File: src/hdl/dcfd_pkg.sv
// ----------------------------------------------------------------------------
// dcfd_pkg
// Shared types, constants and helpers for the DCF77 time code decoder.
// ----------------------------------------------------------------------------
package dcfd_pkg;

    localparam int FRAME_BITS = 59;
    localparam int CNT_W      = $clog2(FRAME_BITS + 1);
    localparam int IDX_W      = $clog2(FRAME_BITS);
    localparam int CFG_IDX_W  = 8;
    localparam int CFG_W      = 16;

    localparam logic [11:0] YEAR_BASE  = 12'd2000;
    localparam logic [7:0]  MINUTE_MAX = 8'd59;
    localparam logic [7:0]  HOUR_MAX   = 8'd23;
    localparam logic [7:0]  DAY_MAX    = 8'd31;
    localparam logic [7:0]  MONTH_MAX  = 8'd12;

    // Register indexes of the configuration port.
    localparam logic [CFG_IDX_W-1:0] REG_LONG_PULSE_MIN  = 8'd0;
    localparam logic [CFG_IDX_W-1:0] REG_LONG_PULSE_MAX  = 8'd1;
    localparam logic [CFG_IDX_W-1:0] REG_SHORT_PULSE_MIN = 8'd2;
    localparam logic [CFG_IDX_W-1:0] REG_SHORT_PULSE_MAX = 8'd3;
    localparam logic [CFG_IDX_W-1:0] REG_MINUTE_GAP_MIN  = 8'd4;
    localparam logic [CFG_IDX_W-1:0] REG_MINUTE_GAP_MAX  = 8'd5;
    localparam logic [CFG_IDX_W-1:0] REG_SECOND_GAP_MIN  = 8'd6;
    localparam logic [CFG_IDX_W-1:0] REG_SECOND_GAP_MAX  = 8'd7;

    typedef enum logic [2:0] {
        EV_NONE    = 3'd0,
        EV_ZERO    = 3'd1,
        EV_ONE     = 3'd2,
        EV_SECOND  = 3'd3,
        EV_MINUTE  = 3'd4,
        EV_INVALID = 3'd5
    } event_t;

    typedef struct packed {
        logic        signal_level;
        logic [31:0] now_ms;
    } in_item_t;

    typedef struct packed {
        logic [2:0]  event_code;
        logic        time_valid;
        logic [5:0]  minute_value;
        logic [4:0]  hour_value;
        logic [4:0]  day_value;
        logic [3:0]  month_value;
        logic [11:0] year_value;
        logic        sync_indicator;
        logic        error_indicator;
        logic        signal_indicator;
    } out_item_t;

    typedef struct packed {
        logic [CFG_W-1:0] long_pulse_min;
        logic [CFG_W-1:0] long_pulse_max;
        logic [CFG_W-1:0] short_pulse_min;
        logic [CFG_W-1:0] short_pulse_max;
        logic [CFG_W-1:0] minute_gap_min;
        logic [CFG_W-1:0] minute_gap_max;
        logic [CFG_W-1:0] second_gap_min;
        logic [CFG_W-1:0] second_gap_max;
    } cfg_t;

    typedef struct packed {
        event_t ev;
        logic   take_stamp;
    } class_t;

    typedef struct packed {
        logic        ok;
        logic [5:0]  minute;
        logic [4:0]  hour;
        logic [4:0]  day;
        logic [3:0]  month;
        logic [11:0] year;
    } frame_info_t;

    // Two BCD digits to binary; tens times ten is built from two shifts.
    function automatic logic [7:0] bcd_value(input logic [3:0] ones, input logic [3:0] tens);
        logic [7:0] t;
        t = {4'd0, tens};
        return {4'd0, ones} + (t << 3) + (t << 1);
    endfunction

endpackage

File: src/hdl/dcfd_cfg_regs.sv
// ----------------------------------------------------------------------------
// dcfd_cfg_regs
// Timing window registers written through the configuration channel.
// ----------------------------------------------------------------------------
module dcfd_cfg_regs (
    input  logic                           clk,
    input  logic                           rst_n,
    input  logic                           cfg_valid,
    output logic                           cfg_ready,
    input  logic [dcfd_pkg::CFG_IDX_W-1:0] cfg_index,
    input  logic [dcfd_pkg::CFG_W-1:0]     cfg_data,
    output dcfd_pkg::cfg_t                 cfg
);
    import dcfd_pkg::*;

    cfg_t cfg_reg;
    cfg_t cfg_next;

    assign cfg_ready = 1'b1;
    assign cfg       = cfg_reg;

    always_comb
    begin
        cfg_next = cfg_reg;
        if (cfg_valid)
        begin
            case (cfg_index)
                REG_LONG_PULSE_MIN:  cfg_next.long_pulse_min  = cfg_data;
                REG_LONG_PULSE_MAX:  cfg_next.long_pulse_max  = cfg_data;
                REG_SHORT_PULSE_MIN: cfg_next.short_pulse_min = cfg_data;
                REG_SHORT_PULSE_MAX: cfg_next.short_pulse_max = cfg_data;
                REG_MINUTE_GAP_MIN:  cfg_next.minute_gap_min  = cfg_data;
                REG_MINUTE_GAP_MAX:  cfg_next.minute_gap_max  = cfg_data;
                REG_SECOND_GAP_MIN:  cfg_next.second_gap_min  = cfg_data;
                REG_SECOND_GAP_MAX:  cfg_next.second_gap_max  = cfg_data;
                default:             cfg_next = cfg_reg;
            endcase
        end
    end

    always_ff @(posedge clk or negedge rst_n)
    begin
        if (!rst_n)
        begin
            cfg_reg.long_pulse_min  <= 16'd170;
            cfg_reg.long_pulse_max  <= 16'd230;
            cfg_reg.short_pulse_min <= 16'd70;
            cfg_reg.short_pulse_max <= 16'd130;
            cfg_reg.minute_gap_min  <= 16'd1900;
            cfg_reg.minute_gap_max  <= 16'd2100;
            cfg_reg.second_gap_min  <= 16'd900;
            cfg_reg.second_gap_max  <= 16'd1100;
        end
        else
        begin
            cfg_reg <= cfg_next;
        end
    end

endmodule

File: src/hdl/dcfd_classify.sv
// ----------------------------------------------------------------------------
// dcfd_classify
// Times the current sample from the last falling edge and classifies it.
// ----------------------------------------------------------------------------
module dcfd_classify (
    input  logic              level,
    input  logic              prior_level,
    input  logic [31:0]       now_ms,
    input  logic [31:0]       last_fall,
    input  dcfd_pkg::cfg_t    cfg,
    output dcfd_pkg::class_t  cls
);
    import dcfd_pkg::*;

    logic [31:0] delta;

    // Stamps wrap, so the difference is taken modulo 2^32.
    assign delta = now_ms - last_fall;

    always_comb
    begin
        cls.ev         = EV_NONE;
        cls.take_stamp = 1'b0;
        if (level != prior_level)
        begin
            if (level)
            begin
                if (delta > {16'd0, cfg.long_pulse_max})
                    cls.ev = EV_INVALID;
                else if (delta >= {16'd0, cfg.long_pulse_min})
                    cls.ev = EV_ONE;
                else if (delta <= {16'd0, cfg.short_pulse_max} &&
                         delta >= {16'd0, cfg.short_pulse_min})
                    cls.ev = EV_ZERO;
                else
                    cls.ev = EV_INVALID;
            end
            else if (delta <= {16'd0, cfg.minute_gap_max})
            begin
                cls.take_stamp = 1'b1;
                if (delta >= {16'd0, cfg.minute_gap_min})
                    cls.ev = EV_MINUTE;
                else if (delta <= {16'd0, cfg.second_gap_max} &&
                         delta >= {16'd0, cfg.second_gap_min})
                    cls.ev = EV_SECOND;
                else
                    cls.ev = EV_INVALID;
            end
        end
        else if (delta >= {16'd0, cfg.minute_gap_max})
        begin
            cls.ev = EV_INVALID;
        end
    end

endmodule

File: src/hdl/dcfd_frame_check.sv
// ----------------------------------------------------------------------------
// dcfd_frame_check
// Parity, start bit and range checks plus BCD decode of a complete frame.
// ----------------------------------------------------------------------------
module dcfd_frame_check (
    input  logic [dcfd_pkg::FRAME_BITS-1:0] frame,
    output dcfd_pkg::frame_info_t           info
);
    import dcfd_pkg::*;

    logic       parity_ok;
    logic [7:0] mi;
    logic [7:0] hr;
    logic [7:0] dy;
    logic [7:0] mo;
    logic [7:0] yr;

    assign parity_ok = ((^frame[27:21]) == frame[28]) &&
                       ((^frame[34:29]) == frame[35]) &&
                       ((^frame[57:36]) == frame[58]) &&
                       frame[20];

    assign mi = bcd_value(frame[24:21], {1'b0, frame[27:25]});
    assign hr = bcd_value(frame[32:29], {2'b00, frame[34:33]});
    assign dy = bcd_value(frame[39:36], {2'b00, frame[41:40]});
    assign mo = bcd_value(frame[48:45], {3'b000, frame[49]});
    assign yr = bcd_value(frame[53:50], frame[57:54]);

    // Ranges are checked on the full sums, before narrowing to the fields.
    assign info.ok     = parity_ok && (mi <= MINUTE_MAX) && (hr <= HOUR_MAX) &&
                         (dy <= DAY_MAX) && (mo <= MONTH_MAX);
    assign info.minute = mi[5:0];
    assign info.hour   = hr[4:0];
    assign info.day    = dy[4:0];
    assign info.month  = mo[3:0];
    assign info.year   = {4'd0, yr} + YEAR_BASE;

endmodule

File: src/hdl/dcf77_time_code_decoder.sv
// ----------------------------------------------------------------------------
// dcf77_time_code_decoder
// Decodes DCF77 pulses from level samples and millisecond stamps.
// Path: a request is held in the input register, then decoded into the output register.
// Throughput: one request per cycle unless out_ready stalls a full output.
// Reset: asynchronous, clears all control state and loads the default windows.
// ----------------------------------------------------------------------------
module dcf77_time_code_decoder (
    input  logic                           clk,
    input  logic                           rst_n,
    input  logic                           in_valid,
    output logic                           in_ready,
    input  dcfd_pkg::in_item_t             in_data,
    output logic                           out_valid,
    input  logic                           out_ready,
    output dcfd_pkg::out_item_t            out_data,
    input  logic                           cfg_valid,
    output logic                           cfg_ready,
    input  logic [dcfd_pkg::CFG_IDX_W-1:0] cfg_index,
    input  logic [dcfd_pkg::CFG_W-1:0]     cfg_data
);
    import dcfd_pkg::*;

    cfg_t        cfg;
    class_t      cls;
    frame_info_t info;

    logic      in_full_reg;
    in_item_t  in_reg;
    logic      out_full_reg;
    out_item_t out_reg;
    out_item_t out_next;
    logic      advance;

    logic                  prior_level_reg,  prior_level_next;
    logic [31:0]           last_fall_reg,    last_fall_next;
    logic [FRAME_BITS-1:0] frame_store_reg,  frame_store_next;
    logic [CNT_W-1:0]      bits_received_reg, bits_received_next;
    logic                  frame_open_reg,   frame_open_next;
    logic                  sync_flag_reg,    sync_flag_next;
    logic                  error_flag_reg,   error_flag_next;
    logic                  level_flag_reg,   level_flag_next;
    logic                  time_ok;

    dcfd_cfg_regs u_cfg (
        .clk       (clk),
        .rst_n     (rst_n),
        .cfg_valid (cfg_valid),
        .cfg_ready (cfg_ready),
        .cfg_index (cfg_index),
        .cfg_data  (cfg_data),
        .cfg       (cfg)
    );

    dcfd_classify u_class (
        .level       (in_reg.signal_level),
        .prior_level (prior_level_reg),
        .now_ms      (in_reg.now_ms),
        .last_fall   (last_fall_reg),
        .cfg         (cfg),
        .cls         (cls)
    );

    dcfd_frame_check u_check (
        .frame (frame_store_reg),
        .info  (info)
    );

    assign advance   = in_full_reg && (!out_full_reg || out_ready);
    assign in_ready  = !in_full_reg || advance;
    assign out_valid = out_full_reg;
    assign out_data  = out_reg;

    always_comb
    begin
        prior_level_next   = in_reg.signal_level;
        last_fall_next     = cls.take_stamp ? in_reg.now_ms : last_fall_reg;
        frame_store_next   = frame_store_reg;
        bits_received_next = bits_received_reg;
        frame_open_next    = frame_open_reg;
        sync_flag_next     = sync_flag_reg;
        error_flag_next    = error_flag_reg;
        level_flag_next    = level_flag_reg;
        time_ok            = 1'b0;

        if (in_reg.signal_level != prior_level_reg)
            level_flag_next = !in_reg.signal_level;

        case (cls.ev)
            EV_INVALID:
            begin
                bits_received_next = '0;
                frame_open_next    = 1'b0;
                sync_flag_next     = 1'b0;
            end
            EV_ZERO, EV_ONE:
            begin
                // Bits before the first marker are dropped; an overfull frame is lost.
                if (frame_open_reg)
                begin
                    if (bits_received_reg < CNT_W'(FRAME_BITS))
                    begin
                        frame_store_next[bits_received_reg[IDX_W-1:0]] = (cls.ev == EV_ONE);
                        bits_received_next = bits_received_reg + CNT_W'(1);
                    end
                    else
                    begin
                        bits_received_next = '0;
                        frame_open_next    = 1'b0;
                        sync_flag_next     = 1'b0;
                    end
                end
            end
            EV_MINUTE:
            begin
                frame_open_next    = 1'b1;
                bits_received_next = '0;
                if (bits_received_reg >= CNT_W'(FRAME_BITS))
                begin
                    time_ok         = info.ok;
                    sync_flag_next  = info.ok;
                    error_flag_next = !info.ok;
                end
                else
                begin
                    sync_flag_next = 1'b0;
                end
            end
            default:
            begin
                frame_open_next = frame_open_reg;
            end
        endcase

        out_next.event_code       = cls.ev;
        out_next.time_valid       = time_ok;
        out_next.minute_value     = time_ok ? info.minute : 6'd0;
        out_next.hour_value       = time_ok ? info.hour   : 5'd0;
        out_next.day_value        = time_ok ? info.day    : 5'd0;
        out_next.month_value      = time_ok ? info.month  : 4'd0;
        out_next.year_value       = time_ok ? info.year   : 12'd0;
        out_next.sync_indicator   = sync_flag_next;
        out_next.error_indicator  = error_flag_next;
        out_next.signal_indicator = level_flag_next;
    end

    always_ff @(posedge clk or negedge rst_n)
    begin
        if (!rst_n)
        begin
            in_full_reg       <= 1'b0;
            out_full_reg      <= 1'b0;
            prior_level_reg   <= 1'b0;
            last_fall_reg     <= '0;
            bits_received_reg <= '0;
            frame_open_reg    <= 1'b0;
            sync_flag_reg     <= 1'b0;
            error_flag_reg    <= 1'b0;
            level_flag_reg    <= 1'b0;
        end
        else
        begin
            if (in_ready)
                in_full_reg <= in_valid;
            if (advance)
                out_full_reg <= 1'b1;
            else if (out_ready)
                out_full_reg <= 1'b0;
            if (advance)
            begin
                prior_level_reg   <= prior_level_next;
                last_fall_reg     <= last_fall_next;
                bits_received_reg <= bits_received_next;
                frame_open_reg    <= frame_open_next;
                sync_flag_reg     <= sync_flag_next;
                error_flag_reg    <= error_flag_next;
                level_flag_reg    <= level_flag_next;
            end
        end
    end

    always_ff @(posedge clk)
    begin
        if (in_valid && in_ready)
            in_reg <= in_data;
        if (advance)
        begin
            out_reg         <= out_next;
            frame_store_reg <= frame_store_next;
        end
    end

    a_count_bound: assert property (@(posedge clk) disable iff (!rst_n)
        bits_received_reg <= CNT_W'(FRAME_BITS))
        else $error("bit count beyond frame length");

    a_closed_empty: assert property (@(posedge clk) disable iff (!rst_n)
        !frame_open_reg |-> bits_received_reg == '0)
        else $error("bits counted while no frame is open");

    a_sync_from_decode: assert property (@(posedge clk) disable iff (!rst_n)
        $rose(sync_flag_reg) |-> out_full_reg && out_reg.time_valid)
        else $error("sync set without a decoded frame");

    a_valid_on_marker: assert property (@(posedge clk) disable iff (!rst_n)
        out_full_reg && out_reg.time_valid |-> out_reg.event_code == EV_MINUTE)
        else $error("time reported on a non-marker result");

    a_valid_flags: assert property (@(posedge clk) disable iff (!rst_n)
        out_full_reg && out_reg.time_valid |->
            out_reg.sync_indicator && !out_reg.error_indicator)
        else $error("decoded frame with inconsistent indicators");

endmodule

File: config.mk
export PLATFORM = sky130hd
export DESIGN_NAME = dcf77_time_code_decoder
export DESIGN_NICKNAME = d
export VERILOG_FILES = /design/src/hdl/dcfd_pkg.sv /design/src/hdl/dcfd_cfg_regs.sv /design/src/hdl/dcfd_classify.sv /design/src/hdl/dcfd_frame_check.sv /design/src/hdl/dcf77_time_code_decoder.sv
export SDC_FILE = /design/constraint.sdc
export NUM_CORES = 1
export LEC_CHECK = 0
export ABC_AREA = 1
export ABC_CLOCK_PERIOD_IN_PS = 11500
export BUFFER_PORTS_ARGS = -buffer_cell sky130_fd_sc_hd__buf_2
export CORE_MARGIN = 2
export CORE_UTILIZATION = 40
export DETAILED_ROUTE_END_ITERATION = 6
export PLACE_DENSITY_LB_ADDON = 0.12
export SYNTH_ARGS = -nofsm -noshare
export SYNTH_HDL_FRONTEND = slang
export SYNTH_HIERARCHICAL = 1
export SYNTH_SLANG_ARGS = --single-unit
File: constraint.sdc
create_clock -name clk -period 11.5 [get_ports clk]
set_input_delay 2.3 -clock clk [delete_from_list [all_inputs] [get_ports clk]]
set_output_delay 2.3 -clock clk [all_outputs]
set_load 0.02 [all_outputs]
; Word level (Yosys, flattened, before mapping)
; Cells that the tools add are included.
; W data, S select, Z words.
[op_classes]
div = 0
n_mux = 30
n_reduce_logical = 39
bitwise_logic = 0
n_addsub = 13
eq_ne = 16
n_lt_le_gt_ge = 17
n_shift = 0
multipliers = 0
[ops]
columns = op, count
row1 = $ge A32 B16 Y1, 5
row2 = $le A32 B16 Y1, 3
row3 = $bwmux W59, 1
row4 = $eq A8 B3 Y1 const B, 4
row5 = $gt A32 B16 Y1, 1
row6 = $sub A32 B32 Y32, 1
row7 = $mux W3, 8
row8 = $reduce_xor A22 Y1, 1
row9 = $reduce_and A2 Y1, 10
row10 = $add A8 B3 Y8, 2
row11 = $eq A8 B2 Y1 const B, 2
row12 = $le A8 B5 Y1 const B, 2
row13 = $mux W1, 14
row14 = $add A4 B5 Y6, 2
row15 = $add A8 B11 Y12 const B, 1
row16 = $logic_and A1 B1 Y1, 12
row17 = $mux W6, 2
row18 = $pmux W6 S2, 1
row19 = $add A4 B7 Y8, 1
row20 = $add A8 B2 Y8, 1
row21 = $add A8 B4 Y8, 1
row22 = $add A8 B5 Y8, 1
row23 = $eq A8 B1 Y1 const B, 1
row24 = $le A8 B4 Y1 const B, 1
row25 = other kinds (27), 37
[word_totals]
mem_bits_rw = 0
out_inout_bits = 42
romBits = 0
latch_bits = 0
reg_bits = 304
wordCells = 145
mem_count = 0

; Logic depth before layout (Yosys ltp)
[logic_depth]
ltp_word = 12
ltp_mapped = 33
ltp_nobuf = 33

; Modules after synthesis
; Netlist, hierarchy kept.
[modules_own_cells]
columns = module, seq_area_each_um2, cells_per_inst, area_per_inst_um2, instances
row1 = dcf77_time_code_decoder, 5059.9, 468, 6607.6, 1
row2 = dcfd_classify, 0.0, 1071, 5992.0, 1
row3 = dcfd_cfg_regs, 3244.4, 596, 5256.3, 1
row4 = dcfd_frame_check, 0.0, 243, 1415.1, 1

; Worst setup path after synthesis
; OpenSTA, ideal clock, no wires.
[synth_timing]
path_type = reg-to-reg
start = reg in_reg[0] (netlist bit)
end = reg frame_store_reg[0] (data pin)
n_path_buf = 0
path_stages_with_launch = 24
path_slack_ns = 6.492
setup_time_ns = 0.476
arrival_ns = 4.532
cell_sequence = edfxtp_1 inv_1 ha_1 fa_1 inv_1 nand2_1 nand3_2 nand3_1 nand2_1 xor2_1 ha_1 nand2_1 inv_1 nand3_1 nor3_1 nand2_1 o2111ai_1 a21oi_1 inv_1 nor2_1 nand3_1 a21oi_2 nand2_1 nor2_1
[synth_rtl]
columns = element, line
row1 = "start, declared", dcf77_time_code_decoder.sv:29  ; in_item_t in_reg;
row2 = "start signal, assigned", dcf77_time_code_decoder.sv:185  ; in_reg <= in_data;
row3 = "end signal, assigned", dcf77_time_code_decoder.sv:189  ; frame_store_reg <= frame_store_next;
row4 = "end, declared", dcf77_time_code_decoder.sv:37  ; logic [FRAME_BITS-1:0] frame_store_reg, frame_store_next;

==> metrics <==
status complete, no violations; clock tree buffer depth 3; largest net degree at the start of global routing 106; Slew headroom 12.6%; setup_tns 0 ns; Post-DP HPWL 35,100 µm; via count 15,000; RePlAce Congestion 0.891; setup slack after layout 5.33 ns; max cap viols 0; initial antenna violation count 1; PD cells 140 nW/µm²; Avg WL per Cell 16.1 µm; number of flip-flops in the largest register 128; RR Startpoint in_reg[8]$_DFFE_PP_; sequential power share 39.3%; CTS Buf Count 37; Logic pwr share 18.0%; number of cells upsized or downsized after cts 0; Synthesized Nets 2,586; critical path fanouts, max 34; Clock Latency Late Sink 0.55 ns; Setup crit end kind flip-flop; global-route wire length before repair 79,500 µm; FILL cells 4,504; NumNets Final 2,669; Worst R2R End out_data[1]$_DFFE_PP_; PortBufs 102; die width 220 µm; RSZ-0062 raised after global routing no; Syn Inst Count 2,335; Startpoint Class flip-flop; P_int 2.07 mW; hold path depth 2; worst path required time 11.80 ns; DRC Markers 0; clock sink total 284; Hold Startpoint u_cfg/cfg[36]$_DFFE_PN1P_; warning count from the yosys run 6; CTS clock-pin slew for the worst setup and hold paths 0.06 ns; Mean Syn Cell Area 7.96 µm²; Worst-Margin Slew 1.31 ns; crit path time final 6.17 ns; Core Box Area 45,600 µm²; Reg2Reg Depth 25; htree depth 2; P&R area growth vs syn 12.4%; chip height 220 µm; DR vias/cell 4.93; Final setup viols 0; hold worst-path end u_cfg/cfg[36]$_DFFE_PN1P_; Pins Over Slew Limit 0; Rows 78; layout cell share with drive strength beyond 1 12.8%; DRT Wirelength 48,900 µm; total cell area at the placement stage 19,600 µm²; R2R setup slack 5.33 ns; static leakage 10.4 nW; Ports 104; post-route cell area 20,900 µm²; worst hold path class flip-flop to flip-flop; Clk pwr share 42.7%; Routed Antenna Nets 0; die area 48,200 µm²; Final Hold Viols 0; CTS Root Cell clkbuf_16; GRT overflow 0; initial core utilization 40.8%; DP Worst Slack 5.31 ns; Sw Share 29.1%; Post-Syn Area 18,600 µm²; Tot GR Track Use 21.1%; Pre-Repair DR Iteration Count 5; CP Class flip-flop to flip-flop; vias in the first global route 14,800; DRT iter0 DRCs 1,084; clk_skew 0.0166 ns; CTS tree built; hold_buf cts 0; Max VDD drop 0.000107 V; WP data arrival 6.47 ns; f_max 162 MHz; Psw 850 µW; period utilization 53.7%; post-CTS setup buffers 0
## worst max-delay path, cell delays in order (launching register included)
cell and delay [ns]:
edfxtp_1 0.39, ha_1 0.42, nand2_2 0.13, nor2_1 0.19, nand3_1 0.17, nand3b_4 0.15, xor2_1 1.01, ha_1 0.42
a21oi_1 0.17, nor3_1 0.06, a211oi_1 0.33, nand2_1 0.16, nand2_1 0.09, nand2_1 0.05, nand2_1 0.09, nand2_1 0.06
nand3_1 0.08, nand3_1 0.07, nand3_1 0.17, inv_1 0.08, nor2_2 0.20, nand2_1 0.10, nor2_1 0.19, nand2_1 0.66
o21ai_0 0.37, inv_1 0.08
## cell usage in the layout, fill, tap and decap left out, drive strengths merged, types with 33 or more instances in the layout
master	count
a21oi	79
buf	111
clkbuf	50
dfrtp	140
dfstp	33
edfxtp	111
ha	182
inv	400
nand2	738
nand3	210
nor2	186
## final cells by class
class                           count  area (µm²)  area share (%)
Antenna cell                        1        2.50          0.0120
Clock buffer                       50        1060            5.06
Clock inverter                     18         253            1.21
Inverter                          400        1500            7.19
Multi-Input combinational cell   1584        9040            43.3
Sequential cell                   284        7700            36.9
Tap cell                          600         751            3.59
Timing Repair Buffer              111         584            2.80
## layer usage
layer	global-route usage, %	wire [µm]	vias to the layer above
li1	-	-	7578
met1	29.4	23700	7100
met2	34.1	22200	277
met3	2.40	1700	80
met4	6.96	1280	0
met5	0	0	-
## through the flow
step	utilization [%]	hold slack, ns	total power, mW	cells
floorplan	-	0.442	1.52	2335
global placement	43.0	0.450	1.68	2979
detailed placement	43.0	0.456	1.69	2979
CTS	45.8	0.464	2.95	3047
global route	45.8	0.476	3.07	3048
finish	45.8	0.463	2.92	3048
## power by group through the flow
stage / combinational (mW) / clock (mW) / sequential (mW)
floorplan: 0.337 / 0 / 1.18
global placement: 0.514 / 0 / 1.16
detailed placement: 0.523 / 0 / 1.17
CTS: 0.526 / 1.28 / 1.15
global route: 0.602 / 1.32 / 1.15
finish: 0.524 / 1.25 / 1.15
## how the worst max path moves through the flow
stage	start	endpoint	slack (ns)	cells past startpoint
after floorplan	out_ready	in_ready	6.63	2
after global placement	in_reg[7]$_DFFE_PP_	out_data[1]$_DFFE_PP_	5.35	25
after detailed placement	in_reg[7]$_DFFE_PP_	out_data[1]$_DFFE_PP_	5.31	25
after CTS	in_reg[7]$_DFFE_PP_	out_data[1]$_DFFE_PP_	5.30	25
after global routing	in_reg[3]$_DFFE_PP_	out_data[1]$_DFFE_PP_	4.78	27
final	in_reg[8]$_DFFE_PP_	out_data[1]$_DFFE_PP_	5.33	25
Note: power is estimated with default switching activity, not from simulation.
